[src/hdl/sfs_pkg.sv]
// ----------------------------------------------------------------------------
// sfs_pkg
// shared types and constants for the screen fade sequencer
// ----------------------------------------------------------------------------
`default_nettype none

package sfs_pkg;

  // command codes carried in in_tuser
  typedef enum logic [1:0] {
    OP_TICK     = 2'd0,
    OP_FADE_OUT = 2'd1,
    OP_FADE_IN  = 2'd2,
    OP_RESET    = 2'd3
  } op_t;

  // fade phase codes
  typedef enum logic [1:0] {
    PH_IDLE = 2'd0,
    PH_OUT  = 2'd1,
    PH_IN   = 2'd2
  } phase_t;

  // control sequencer states
  typedef enum logic [1:0] {
    ST_IDLE  = 2'd0,
    ST_SETUP = 2'd1,
    ST_DIV   = 2'd2,
    ST_EMIT  = 2'd3
  } state_t;

  localparam int          COUNT_W          = 17;
  localparam int          ALPHA_W          = 8;
  localparam int          FIELD_LEN_W      = 16;
  localparam logic [7:0]  MODE_BLACK       = 8'd0;
  localparam logic [7:0]  MODE_FIXED_DONE  = 8'd2;
  localparam logic [16:0] FIXED_DONE_COUNT = 17'h1f;
  localparam logic [7:0]  ALPHA_MAX        = 8'd255;

endpackage

`default_nettype wire

[src/hdl/screen_fade_sequencer.sv]
// ----------------------------------------------------------------------------
// screen_fade_sequencer
// fade-out / fade-in sequencer for a full-screen overlay with alpha output
// ----------------------------------------------------------------------------
// usage:
//   in_*  : one command item per handshake; in_tuser holds the opcode
//           (tick, start fade-out, start fade-in, reset), in_tdata holds the
//           mode and the duration used by the start commands
//   out_* : one result item per command: phase, counter, done flag,
//           visibility, overlay alpha and patch select
// timing:
//   an item runs from the accept edge, which updates the fade state, through
//   the setup state, a bit-serial restoring divider (one quotient bit per
//   cycle into an 8-bit shift register) and the emit state; the next item
//   is accepted in the idle state that follows the loading of the result,
//   so no new item is taken before the previous result has been loaded
// reset:
//   rst_n low clears phase, counter, held mode and duration and drops
//   out_tvalid and in_tready; in_tready rises in the first cycle after reset
// stall:
//   the result sits in an output register; a new command may be accepted
//   while out_tready is low, but its result waits in the emit state until
//   the previous one has been taken
// ----------------------------------------------------------------------------
`default_nettype none

module screen_fade_sequencer #(
  parameter int DURATION_BITS = 16
) (
  input  wire logic        clk,
  input  wire logic        rst_n,
  input  wire logic        in_tvalid,
  output logic             in_tready,
  input  wire logic [1:0]  in_tuser,   // [1:0] opcode
  input  wire logic [23:0] in_tdata,   // [7:0] fade_mode, [23:8] fade_length
  output logic             out_tvalid,
  input  wire logic        out_tready,
  // [1:0] phase_now, [18:2] count_now, [19] is_done, [20] overlay_visible,
  // [28:21] overlay_alpha, [29] white_patch, [31:30] zero
  output logic [31:0]      out_tdata
);
  import sfs_pkg::*;

  // duration is kept in at most the width of the field
  localparam int LEN_W = (DURATION_BITS < FIELD_LEN_W) ? DURATION_BITS : FIELD_LEN_W;

  // fade state
  logic [COUNT_W-1:0] tick_r, tick_nxt;
  phase_t             phase_r, phase_nxt;
  logic [7:0]         mode_r, mode_nxt;
  logic [LEN_W-1:0]   len_r, len_nxt;

  // sequencer
  state_t     state_r, state_nxt;
  logic [2:0] bit_cnt_r;
  logic       load_out;
  logic       accept;

  // divider
  logic [LEN_W-1:0] d_r;
  logic [LEN_W-1:0] rem_r;
  logic [7:0]       quo_r;
  logic [LEN_W:0]   rem_sh;
  logic [LEN_W:0]   rem_diff;
  logic             rem_ge;

  // captured result fields and alpha flags
  phase_t             res_phase_r;
  logic [COUNT_W-1:0] res_count_r;
  logic               res_done_r;
  logic               res_vis_r;
  logic               res_white_r;
  logic               fin_r;     // fade-in alpha form
  logic               force_r;   // alpha pinned to max
  logic               sat_r;     // quotient at or above 256

  // setup-cycle terms
  logic [COUNT_W-1:0] num_c;
  logic [LEN_W-1:0]   d_c;
  logic               short_c;
  logic               fin_c;
  logic               done_c;
  logic               vis_c;

  // output register
  logic               out_valid_r;
  logic [31:0]        out_data_r;
  logic [ALPHA_W-1:0] alpha_c;

  op_t        op_c;
  logic [7:0] in_mode;
  logic [LEN_W-1:0] in_len;

  assign op_c    = op_t'(in_tuser);
  assign in_mode = in_tdata[7:0];
  assign in_len  = in_tdata[8 +: LEN_W];

  // ---------------- sequencer next state ----------------
  always_comb begin
    state_nxt = state_r;
    unique case (state_r)
      ST_IDLE:  if (in_tvalid) state_nxt = ST_SETUP;
      ST_SETUP: state_nxt = ST_DIV;
      ST_DIV:   if (bit_cnt_r == 3'd7) state_nxt = ST_EMIT;
      ST_EMIT:  if (!out_valid_r || out_tready) state_nxt = ST_IDLE;
      default:  state_nxt = ST_IDLE;
    endcase
  end

  // ---------------- sequencer outputs ----------------
  always_comb begin
    in_tready = 1'b0;
    load_out  = 1'b0;
    unique case (state_r)
      ST_IDLE:  in_tready = rst_n;
      ST_SETUP: ;
      ST_DIV:   ;
      ST_EMIT:  load_out = !out_valid_r || out_tready;
      default:  ;
    endcase
  end

  assign accept = in_tvalid && in_tready;

  // ---------------- command decode ----------------
  always_comb begin
    tick_nxt  = tick_r;
    phase_nxt = phase_r;
    mode_nxt  = mode_r;
    len_nxt   = len_r;
    unique case (op_c)
      OP_RESET: begin
        tick_nxt  = '0;
        phase_nxt = PH_IDLE;
        mode_nxt  = '0;
        len_nxt   = '0;
      end
      OP_FADE_OUT: begin
        tick_nxt  = COUNT_W'(1);
        phase_nxt = PH_OUT;
        mode_nxt  = in_mode;
        len_nxt   = in_len;
      end
      OP_FADE_IN: begin
        tick_nxt  = '0;
        phase_nxt = PH_IN;
        mode_nxt  = in_mode;
        len_nxt   = in_len;
      end
      OP_TICK: begin
        unique case (phase_r)
          PH_OUT: begin
            // saturate at duration + 1
            if (tick_r > COUNT_W'(len_r)) tick_nxt = COUNT_W'(len_r) + COUNT_W'(1);
            else                          tick_nxt = tick_r + COUNT_W'(1);
          end
          PH_IN: begin
            // past the duration the fade-in ends
            if (tick_r >= COUNT_W'(len_r)) begin
              tick_nxt  = '0;
              phase_nxt = PH_IDLE;
            end else begin
              tick_nxt = tick_r + COUNT_W'(1);
            end
          end
          PH_IDLE: ;
          default: ;
        endcase
      end
      default: ;
    endcase
  end

  // ---------------- setup terms ----------------
  always_comb begin
    short_c = (len_r <= LEN_W'(2));
    fin_c   = (phase_r == PH_IN);
    d_c     = len_r - LEN_W'(2);
    num_c   = fin_c ? (tick_r - COUNT_W'(2)) : tick_r;
    vis_c   = (tick_r != '0);
    if (phase_r == PH_OUT) begin
      if (mode_r == MODE_FIXED_DONE) done_c = (tick_r == FIXED_DONE_COUNT);
      else                           done_c = (tick_r == COUNT_W'(len_r));
    end else begin
      done_c = 1'b0;
    end
  end

  // ---------------- divider step ----------------
  always_comb begin
    rem_sh   = {rem_r, 1'b0};
    rem_diff = rem_sh - {1'b0, d_r};
    rem_ge   = (rem_sh >= {1'b0, d_r});
  end

  // ---------------- alpha select ----------------
  always_comb begin
    priority if (!res_vis_r) begin
      alpha_c = '0;
    end else if (force_r) begin
      alpha_c = ALPHA_MAX;
    end else if (sat_r) begin
      alpha_c = fin_r ? '0 : ALPHA_MAX;
    end else begin
      alpha_c = fin_r ? (ALPHA_MAX - quo_r) : quo_r;
    end
  end

  // ---------------- control registers ----------------
  always_ff @(posedge clk) begin
    if (!rst_n) begin
      state_r     <= ST_IDLE;
      tick_r      <= '0;
      phase_r     <= PH_IDLE;
      mode_r      <= '0;
      len_r       <= '0;
      bit_cnt_r   <= '0;
      out_valid_r <= 1'b0;
    end else begin
      state_r <= state_nxt;
      if (accept) begin
        tick_r  <= tick_nxt;
        phase_r <= phase_nxt;
        mode_r  <= mode_nxt;
        len_r   <= len_nxt;
      end
      if (state_r == ST_DIV) bit_cnt_r <= bit_cnt_r + 3'd1;
      else                   bit_cnt_r <= '0;
      if (load_out)        out_valid_r <= 1'b1;
      else if (out_tready) out_valid_r <= 1'b0;
    end
  end

  // ---------------- datapath registers ----------------
  always_ff @(posedge clk) begin
    if (state_r == ST_SETUP) begin
      res_phase_r <= phase_r;
      res_count_r <= tick_r;
      res_done_r  <= done_c;
      res_vis_r   <= vis_c;
      res_white_r <= vis_c && (mode_r != MODE_BLACK);
      fin_r       <= fin_c;
      force_r     <= short_c || (fin_c && (tick_r < COUNT_W'(2)));
      // 256*n/d reaches 256 exactly when n >= d
      sat_r       <= (num_c >= COUNT_W'(d_c));
      d_r         <= d_c;
      rem_r       <= num_c[LEN_W-1:0];
      quo_r       <= '0;
    end else if (state_r == ST_DIV) begin
      rem_r <= rem_ge ? rem_diff[LEN_W-1:0] : rem_sh[LEN_W-1:0];
      quo_r <= {quo_r[6:0], rem_ge};
    end
    if (load_out) begin
      out_data_r <= {2'b00, res_white_r, alpha_c, res_vis_r, res_done_r,
                     res_count_r, res_phase_r};
    end
  end

  assign out_tvalid = out_valid_r;
  assign out_tdata  = out_data_r;

endmodule

`default_nettype wire

[config.mk]
export PLATFORM = sky130hd
export DESIGN_NAME = screen_fade_sequencer
export DESIGN_NICKNAME = d
export VERILOG_FILES = /design/src/hdl/sfs_pkg.sv /design/src/hdl/screen_fade_sequencer.sv
export SDC_FILE = /design/constraint.sdc
export NUM_CORES = 1
export LEC_CHECK = 0
export BUFFER_PORTS_ARGS = -buffer_cell sky130_fd_sc_hd__buf_2
export CORE_MARGIN = 5
export CORE_UTILIZATION = 60
export CTS_CLUSTER_DIAMETER = 80
export DETAILED_ROUTE_END_ITERATION = 10
export GPL_ROUTABILITY_DRIVEN = 1
export PLACE_DENSITY = 0.82
export SYNTH_ARGS = -nofsm -noshare
export SYNTH_HDL_FRONTEND = slang
export SYNTH_SLANG_ARGS = --single-unit
[constraint.sdc]
create_clock -name clk -period 6.8 [get_ports clk]
set_clock_uncertainty 0.15 [all_clocks]
set_input_delay 0.34 -clock clk [delete_from_list [all_inputs] [get_ports clk]]
set_output_delay 0.34 -clock clk [all_outputs]
set_load 0.01 [all_outputs]
**Word-level counts from Yosys, hierarchy flattened**

Index checks and enable logic that the tools add are counted.

- $add $sub $neg: 7
- $lt $le $gt $ge: 6
- Equal/unequal tests: 18
- Muxes and demuxes: 26
- Reductions and logical operators: 20

Operator list:

| cell | count |
|---|---|
| >= comparator 17 x 16 -> 1 bit | 3 |
| 2-to-1 mux 17 bit | 3 |
| one-hot mux 17 bit (3 select lines) | 1 |
| 2-to-1 mux 16 bit | 3 |
| one-hot mux 17 bit (2 select lines) | 1 |
| 2-to-1 mux 8 bit | 4 |
| one-hot mux 16 bit (2 select lines) | 1 |
| adder 16 x 1 -> 17 bit, second input constant | 1 |
| adder 17 x 1 -> 17 bit, second input constant | 1 |
| == test 17 x 16 -> 1 bit | 1 |
| == test 17 x 5 -> 1 bit, second input constant | 1 |
| greater-than comparator 17 x 16 -> 1 bit | 1 |
| < comparator 17 x 2 -> 1 bit, second input constant | 1 |
| nonzero test 17 bit | 1 |
| subtractor 17 x 2 -> 17 bit, second input constant | 1 |
| less-or-equal comparator 16 x 2 -> 1 bit, second input constant | 1 |
| one-hot mux 2 bit (4 select lines) | 2 |
| one-hot mux 8 bit (2 select lines) | 1 |
| subtractor 16 bit | 1 |
| subtractor 16 x 2 -> 16 bit, second input constant | 1 |
| == test 2 bit, second input constant | 5 |
| 2-to-1 mux 2 bit | 5 |
| inequality test 2 bit, second input constant | 5 |
| == test 8 x 2 -> 1 bit, second input constant | 1 |
| 15 further kinds | 31 |

- Bits in registers: 144
- Bits of input ports: 30
- Output and inout port bits: 34
- Logic and storage cells: 97

**Longest topological paths before layout**

Gate-level depths: netlist of run 1.

- Word-level depth: 4
- Depth in mapped cells: 14
- Mapped depth without buffers: 13

**Least setup slack after synthesis of run 1**

No wires, ideal clock.

- Path kind: reg2reg
- Start point: register state_r[1]
- End point: register rem_r[7] (data pin)
- Library setup time: 0.261 ns
- Arrival: 2.590 ns
- Required time: 6.389 ns
- Slack: 3.799 ns
- Cell stages (with the launch flop): 6
- Path buffers: 0
- Clock period less this slack: 3.001 ns
- Cell sequence: dfxtp_1 > inv_1 > ha_1 > clkinv_1 > and2_1 > a221o_1

- Word-level cells in the longest chain between the ends: 2

RTL lines:

| what | RTL line | text |
|---|---|---|
| start, declared | screen_fade_sequencer.sv:54 | `state_t state_r, state_nxt;` |
| start signal, assigned | screen_fade_sequencer.sv:220 | `state_r <= state_nxt;` |
| == test 2 x 1 -> 1 bit | screen_fade_sequencer.sv:236 | `if (state_r == ST_SETUP) begin` |
| 2-to-1 mux 16 bit | screen_fade_sequencer.sv:236 |  |
| end signal, assigned | screen_fade_sequencer.sv:247 | `rem_r <= num_c[LEN_W-1:0];` |
| end signal, assigned | screen_fade_sequencer.sv:250 | `rem_r <= rem_ge ? rem_diff[LEN_W-1:0] : rem_sh[LEN_W-1:0];` |
| end, declared | screen_fade_sequencer.sv:61 | `logic [LEN_W-1:0] rem_r;` |

No other way between the ends.
A chain may end at the register's enable or synchronous reset.

**Worst setup path after layout of run 1**

- Start point: register phase_r[1]
- End point: register sat_r (data pin)

- Word-level cells in the longest chain between the ends: 3

RTL lines:

| what | RTL line | text |
|---|---|---|
| start, declared | screen_fade_sequencer.sv:49 | `phase_t phase_r, phase_nxt;` |
| start signal, assigned | screen_fade_sequencer.sv:223 | `phase_r <= phase_nxt;` |
| == test 2 bit | screen_fade_sequencer.sv:177 | `fin_c = (phase_r == PH_IN);` |
| named net fin_c | screen_fade_sequencer.sv:81 | `logic fin_c;` |
| 2-to-1 mux 17 bit | screen_fade_sequencer.sv:179 | `num_c = fin_c ? (tick_r - COUNT_W'(2)) : tick_r;` |
| >= comparator 17 x 16 -> 1 bit | screen_fade_sequencer.sv:245 | `sat_r <= (num_c >= COUNT_W'(d_c));` |
| end signal, assigned | screen_fade_sequencer.sv:245 |  |
| end, declared | screen_fade_sequencer.sv:75 | `logic sat_r;` |

The timed path passes the listed nets, and every way through them passes these cells.

==> flow_summary.json, run 1 <==
{
  "run_status": "complete, no violations",
  "vdd_drop_max_uv": 309.9,
  "core_area_sq_mm": 0.01388,
  "p_per_area_mw_per_mm2": 374.0,
  "hpwl_um": 14820,
  "initial_utilization": 0.6115,
  "antennaDiodeCount": 0,
  "clock.fmax_mhz": 303.1,
  "crit_path_start_kind": "flip-flop",
  "cts_setup_buffers": 0,
  "period_share": 0.4852,
  "min_path_type": "in -> reg",
  "overflow": 0,
  "yosysUniqueCellTypes": 72,
  "die_x_um": 128.9,
  "numPortBuffers": 61,
  "r2r-start": "phase_r[1]$_SDFFE_PN0P_",
  "clkSinkCount": 144,
  "wl_um": 20190,
  "max_slew.worst_pin.slew_ns": 1.123,
  "finalPower_uw": 3547,
  "synth_seq_cells": 144,
  "critPathMaxStageDelay_ns": 0.49,
  "regToRegEndpoint": "sat_r$_DFFE_PP_",
  "path_cells": "ha_1 -> nor4b_2 -> nand2_1 -> or2_1 -> nor3_2 -> xnor2_1 -> ha_1 -> nand2_1 -> nor3_1 -> a221oi_1 -> nand4_1",
  "hold_depth": 3,
  "final_cell_mix": "94 x nand2_1, 87 x edfxtp_1, 69 x ha_1",
  "critical_path_class": "reg -> reg",
  "ys_seq_area_frac": 0.4422,
  "ant_nets": 0,
  "fp.dieArea_sq_mm": 0.01663,
  "finalWeightedCongestion": 0.9804,
  "synthesis.area_sq_mm": 0.008488,
  "via_per_inst": 5.980,
  "slew_headroom": 0.2484,
  "drc": 0,
  "first_pass_iters": 7,
  "period_needed_ns": 3.299,
  "crit_arrival_ns": 3.31,
  "tritoncts": "done",
  "via_count": 6728,
  "hp-start": "in_tdata[6]",
  "fin_tns_setup_ns": 0,
  "power_leakage_uw": 0.003820,
  "grt_usage": 0.2580,
  "postSynthAreaPerCell_sq_um": 9.580,
  "grt_pass1_vias": 6685,
  "hold_violations": 0,
  "nets": 1033,
  "yosys_warnings": 0,
  "htree_levels": 4,
  "io_pins": 64,
  "synth_ff_type": "edfxtp_1",
  "grt_pass1_wl_um": 33440,
  "critPathSlowestCell": "ha_1",
  "endpoint_kind": "flip-flop",
  "antenna_found_initial": 0,
  "clock-root-buffer": "clkbuf_16",
  "post-route-util": 0.6833,
  "clock_path_buffers": 2,
  "clkTransAtPathRegs_ns": 0.06,
  "rsz0062_at_grt": "false",
  "holdPathEnd": "mode_r[6]$_SDFFE_PN0P_",
  "drive_above_1_share": 0.1259,
  "cp.required_ns": 6.81,
  "area_delta_synth_final_pct": 11.73,
  "grt_start_max_net_pins": 63,
  "clock_latency_ns": 0.43,
  "synth-edff-count": 87,
  "setup_viol": 0,
  "drtIter0Drc": 582,
  "cap_viol_max_count": 0,
  "path_max_fanout": 10,
  "final_common_cell": "nand2_1",
  "numCtsBuffers": 17,
  "die_h_um": 128.9,
  "drv_slew": 0,
  "r2r_cells": 11,
  "wl_per_cell_um": 17.94,
  "rows": 43,
  "postSynth.asyncResetShare": 0,
  "r2r_slack_ns": 3.50,
  "synthCells": 886
}
==> routing by layer <==
layer  part of all wire  up-vias  routed length, um  global-route usage
met4              0.033        0                671              0.1093
li1                   -     3223                  -                   -
met1               0.41     3116               8240              0.3258
met3              0.080       63               1621             0.04608
met2               0.48      326               9653              0.4360
met5                  0        -                  0                   0
==> cells by family after synthesis <==
| kind of cell | synth area share |
|---|---|
| multiplexers | 0.03051 |
| XOR/XNOR | 0.06810 |
| AND/OR/NAND/NOR | 0.1692 |
| other | 0.0004418 |
| AO/OA/AOI/OAI | 0.1296 |
| flip-flops | 0.4422 |
| adder cells (fa/ha/maj) | 0.1055 |
| buffers and inverters | 0.05439 |
==> state kept, by name (all words and copies together) (netlist names), 2 cells and up <==
name	cells
out_tdata	30
res_count_r	17
tick_r	17
d_r	16
len_r	16
rem_r	16
mode_r	8
quo_r	8
bit_cnt_r	3
phase_r	2
res_phase_r	2
state_r	2
==> power by group <==
group | total (uW) | internal (uW) | switching (uW)
clock | 935 | 572 | 363
combinational | 1330 | 558 | 771
sequential | 1280 | 1190 | 92.9
total | 3550 | 2320 | 1230
==> worst max-delay path: cells and delay by family, from the launching register on <==
| kind | cells | cell delay, ns |
|---|---|---|
| fa+ha+maj | 2 | 0.76 |
| compound gates | 1 | 0.26 |
| xor+xnor | 1 | 0.18 |
| flops | 1 | 0.38 |
| simple gates | 7 | 1.29 |
==> metrics by stage <==
stage | instances | setup WS, ns | hold WS [ns] | area (sq um)
after floorplan | 887 | 3.799 | 0.2463 | 8492
after global placement | 1090 | 3.631 | 0.2512 | 8862
after detailed placement | 1090 | 3.540 | 0.2545 | 8862
after CTS | 1125 | 3.506 | 0.005029 | 9484
after global routing | 1125 | 3.295 | 0.01763 | 9484
final | 1125 | 3.501 | 0.01654 | 9484
==> Yosys cell counts, types with 8 or more instances <==
library cell / count / area, sq um
ha_1: 70 / 875.8
o221ai_1: 9 / 78.83
nor2_1: 68 / 255.2
nor4_1: 9 / 56.30
xnor2_1: 53 / 464.2
inv_1: 67 / 251.5
o21a_1: 16 / 120.1
nor2b_1: 9 / 56.30
edfxtp_1: 87 / 2613
nand3_1: 43 / 215.2
clkbuf_1: 27 / 101.4
and3_1: 8 / 50.05
xor2_1: 13 / 113.9
o21ai_1: 14 / 70.07
nand2_1: 94 / 352.8
nor3_1: 23 / 115.1
o21ai_0: 21 / 105.1
mux2i_1: 18 / 180.2
nand4_1: 15 / 93.84
a21o_1: 8 / 60.06
a21oi_1: 56 / 280.3
dfxtp_1: 57 / 1141
==> area by class of cell <==
cell class	instances	area (sq um)
Inverter	69	259.0
Multi-Input combinational cell	631	4282
Sequential cell	144	3754
Tap cell	180	225.2
Timing Repair Buffer	69	372.9
Clock buffer	17	425.4
Fill cell	1072	4397
Clock inverter	15	166.4
==> worst max-delay path by stage <==
stage	cells past startpoint	endpoint	startpoint
floorplan	5	rem_r[7]$_DFFE_PP_	state_r[1]$_SDFFE_PN0P_
global placement	13	sat_r$_DFFE_PP_	phase_r[0]$_SDFFE_PN0P_
detailed placement	12	sat_r$_DFFE_PP_	phase_r[0]$_SDFFE_PN0P_
CTS	12	sat_r$_DFFE_PP_	phase_r[0]$_SDFFE_PN0P_
global route	11	sat_r$_DFFE_PP_	phase_r[1]$_SDFFE_PN0P_
finish	11	sat_r$_DFFE_PP_	phase_r[1]$_SDFFE_PN0P_
==> what timing repair did <==
| item | 4_1_cts | 5_1_grt |
|---|---|---|
| hold buffers | 3 | 0 |
| gates resized for setup | 0 | 0 |
| endpoints found under the hold margin | 3 | 0 |
(Power assumes the default switching activity.)
==> inputs of run 2 (changes only) <==
==> constraint.sdc (replaced) <==
create_clock -name clk -period 3.1 [get_ports clk]
set_clock_uncertainty 0.15 [all_clocks]
set_input_delay 0.155 -clock clk [delete_from_list [all_inputs] [get_ports clk]]
set_output_delay 0.155 -clock clk [all_outputs]
set_load 0.01 [all_outputs]
==> run 2 against run 1 <==
Worst hold slack improved by 0.012 ns. Clock-buffer cell count is 4 higher. Global-route usage rose by 2.2 points. Setup slack got worse by 3.4 ns. Sequential share of layout area fell by 3.0 points. Critical path depth unchanged. Flip-flop and latch count unchanged. Final cell count is 7.6% higher.
==> flow_summary.json, run 2 (same netlist as run 1, synthesis figures left out) <==
{
  "critPathMaxStageDelay_ns": 0.40,
  "clock-root-buffer": "clkbuf_16",
  "antenna_found_initial": 1,
  "critical_path_depth": 11,
  "endpoint_kind": "flip-flop",
  "r2r-start": "tick_r[1]$_SDFFE_PN0P_",
  "drc": 0,
  "critPathSlowestCell": "dfxtp_1",
  "io_pins": 64,
  "run_status": "complete, no violations",
  "via_count": 7196,
  "via_per_inst": 5.947,
  "wl_per_cell_um": 18.74,
  "clock.fmax_mhz": 330.8,
  "wl_um": 22680,
  "period_needed_ns": 3.023,
  "post-place-ws_ns": 0.08354,
  "path_cells": "inv_1 -> ha_1 -> nand3b_1 -> nand2b_1 -> nor3_1 -> xor2_1 -> ha_1 -> nand4_1 -> nor3_1 -> a221oi_1 -> nand4_1",
  "cp.required_ns": 3.11,
  "fin_ws_ns": 0.07734,
  "fp.dieArea_sq_mm": 0.01663,
  "clock_latency_ns": 0.43,
  "rows": 43,
  "path_max_fanout": 5,
  "vdd_drop_max_uv": 527.9,
  "nets": 1117,
  "hpwl_um": 15720,
  "final_cell_mix": "94 x nand2_1, 87 x edfxtp_1, 69 x ha_1",
  "rsz0062_at_grt": "true",
  "clkTransAtPathRegs_ns": 0.06,
  "cts_setup_buffers": 0,
  "critical_path_class": "reg -> reg",
  "area_delta_synth_final_pct": 21.03,
  "cap_viol_max_count": 0,
  "drive_above_1_share": 0.1798,
  "max_slew.worst_pin.slew_ns": 0.8864,
  "crit_arrival_ns": 3.03,
  "finalInstanceArea_sq_mm": 0.01027,
  "ant_nets": 0,
  "numPortBuffers": 61,
  "fill_cells": 951,
  "regToRegEndpoint": "sat_r$_DFFE_PP_",
  "grt_pass1_vias": 7157,
  "initial_utilization": 0.6115,
  "setup_viol": 0,
  "place_area_sq_mm": 0.009310,
  "hold_violations": 0,
  "hp-start": "in_tuser[0]",
  "largest_register_ffs": 30,
  "clkSinkCount": 144,
  "power_leakage_uw": 0.004267,
  "clock_path_buffers": 2,
  "grt_usage": 0.2795,
  "min_path_type": "in -> reg",
  "grt_start_max_net_pins": 62,
  "slew_headroom": 0.4055,
  "tritoncts": "done",
  "overflow": 0,
  "p_per_area_mw_per_mm2": 792.5,
  "first_pass_iters": 6,
  "finalWeightedCongestion": 1.031,
  "die_h_um": 128.9,
  "die_x_um": 128.9,
  "htree_levels": 4,
  "crit_start": "tick_r[1]$_SDFFE_PN0P_",
  "r2r_slack_ns": 0.08,
  "numCtsBuffers": 17,
  "period_share": 0.9751,
  "cp_num_buf_inv": 1,
  "endpoint": "sat_r$_DFFE_PP_",
  "final_common_cell": "nand2_1",
  "r2r_cells": 11,
  "core_area_sq_mm": 0.01388,
  "grt_pass1_wl_um": 35970,
  "cp_top_family": "simple AND/OR/NAND/NOR gates",
  "fin_tns_setup_ns": 0,
  "crit_path_start_kind": "flip-flop",
  "drtIter0Drc": 661,
  "drv_slew": 0,
  "holdWs_ns": 0.02857
}
-- run 2: cell types whose count changed in the layout (fill, tap and decap cells not counted), moves of 2 or more --
| cell | change |
|---|---|
| buf_4 | +57 |
| dlygate4sd3_1 | +25 |
| clkbuf_1 | +3 |
| clkinv_1 | -3 |
| a21oi_1 | -2 |
| a21oi_2 | +2 |
| inv_6 | -2 |
| xnor2_1 | -2 |
| xnor2_2 | +2 |
-- run 2: worst min path at each step --
stage	end	slack, ns	cells after the start
2_1_floorplan	len_r[0]$_SDFFE_PN0P_	0.16	2
3_3_place_gp	out_tdata[13]$_DFFE_PP_	0.25	0
3_5_place_dp	out_tdata[16]$_DFFE_PP_	0.25	0
4_1_cts	phase_r[0]$_SDFFE_PN0P_	0.007	4
5_1_grt	phase_r[0]$_SDFFE_PN0P_	0.05	4
6_report	phase_r[0]$_SDFFE_PN0P_	0.03	4
-- run 2: worst reg2reg max path, delay by kind of cell (launching register included) --
kind                       cells  cell delay [ns]
AOI/OAI and AO/OA              1             0.28
xor gates and xnor gates       1             0.29
adders and majority gates      2             0.53
buffers and inverters          1             0.14
DFF                            1             0.40
and+or+nand+nor                6             0.97
-- run 2: power breakdown --
| group | internal [uW] | switching (uW) |
|---|---|---|
| Combinational | 1380 | 1810 |
| Sequential | 2610 | 182 |
| Clock | 1360 | 792 |
-- run 2: final cells by class --
class / instances / area [sq um] / share of cell area
Multi-Input combinational cell: 632 / 4347 / 0.4231
Antenna cell: 1 / 2.502 / 0.0002436
Timing Repair Buffer: 152 / 1071 / 0.1043
Sequential cell: 144 / 3754 / 0.3654
Tap cell: 180 / 225.2 / 0.02192
Clock inverter: 11 / 165.2 / 0.01608
Inverter: 69 / 259.0 / 0.02521
Clock buffer: 21 / 450.4 / 0.04384
-- run 2: what timing repair did --
action	in CTS	in global routing
setup endpoints to repair	0	17
hold buffers	28	0
gates resized for setup	0	9
endpoints found under the hold margin	31	0
-- run 2: per-layer routing --
layer,vias to the layer above,GRT usage,wire length (um)
met2,366,0.4729,10950
met4,0,0.1155,818
li1,3395,-,-
met5,-,0,0
met1,3354,0.3454,8953
met3,81,0.06310,1961
-- run 2: per-stage QoR --
| stage | total power (uW) | util | instances |
|---|---|---|---|
| global route | 8630 | 0.7401 | 1210 |
| detailed placement | 5889 | 0.6707 | 1148 |
| floorplan | 5141 | - | 887 |
| finish | 8142 | 0.7401 | 1210 |
| CTS | 8081 | 0.7353 | 1208 |
| global placement | 5767 | 0.6707 | 1148 |
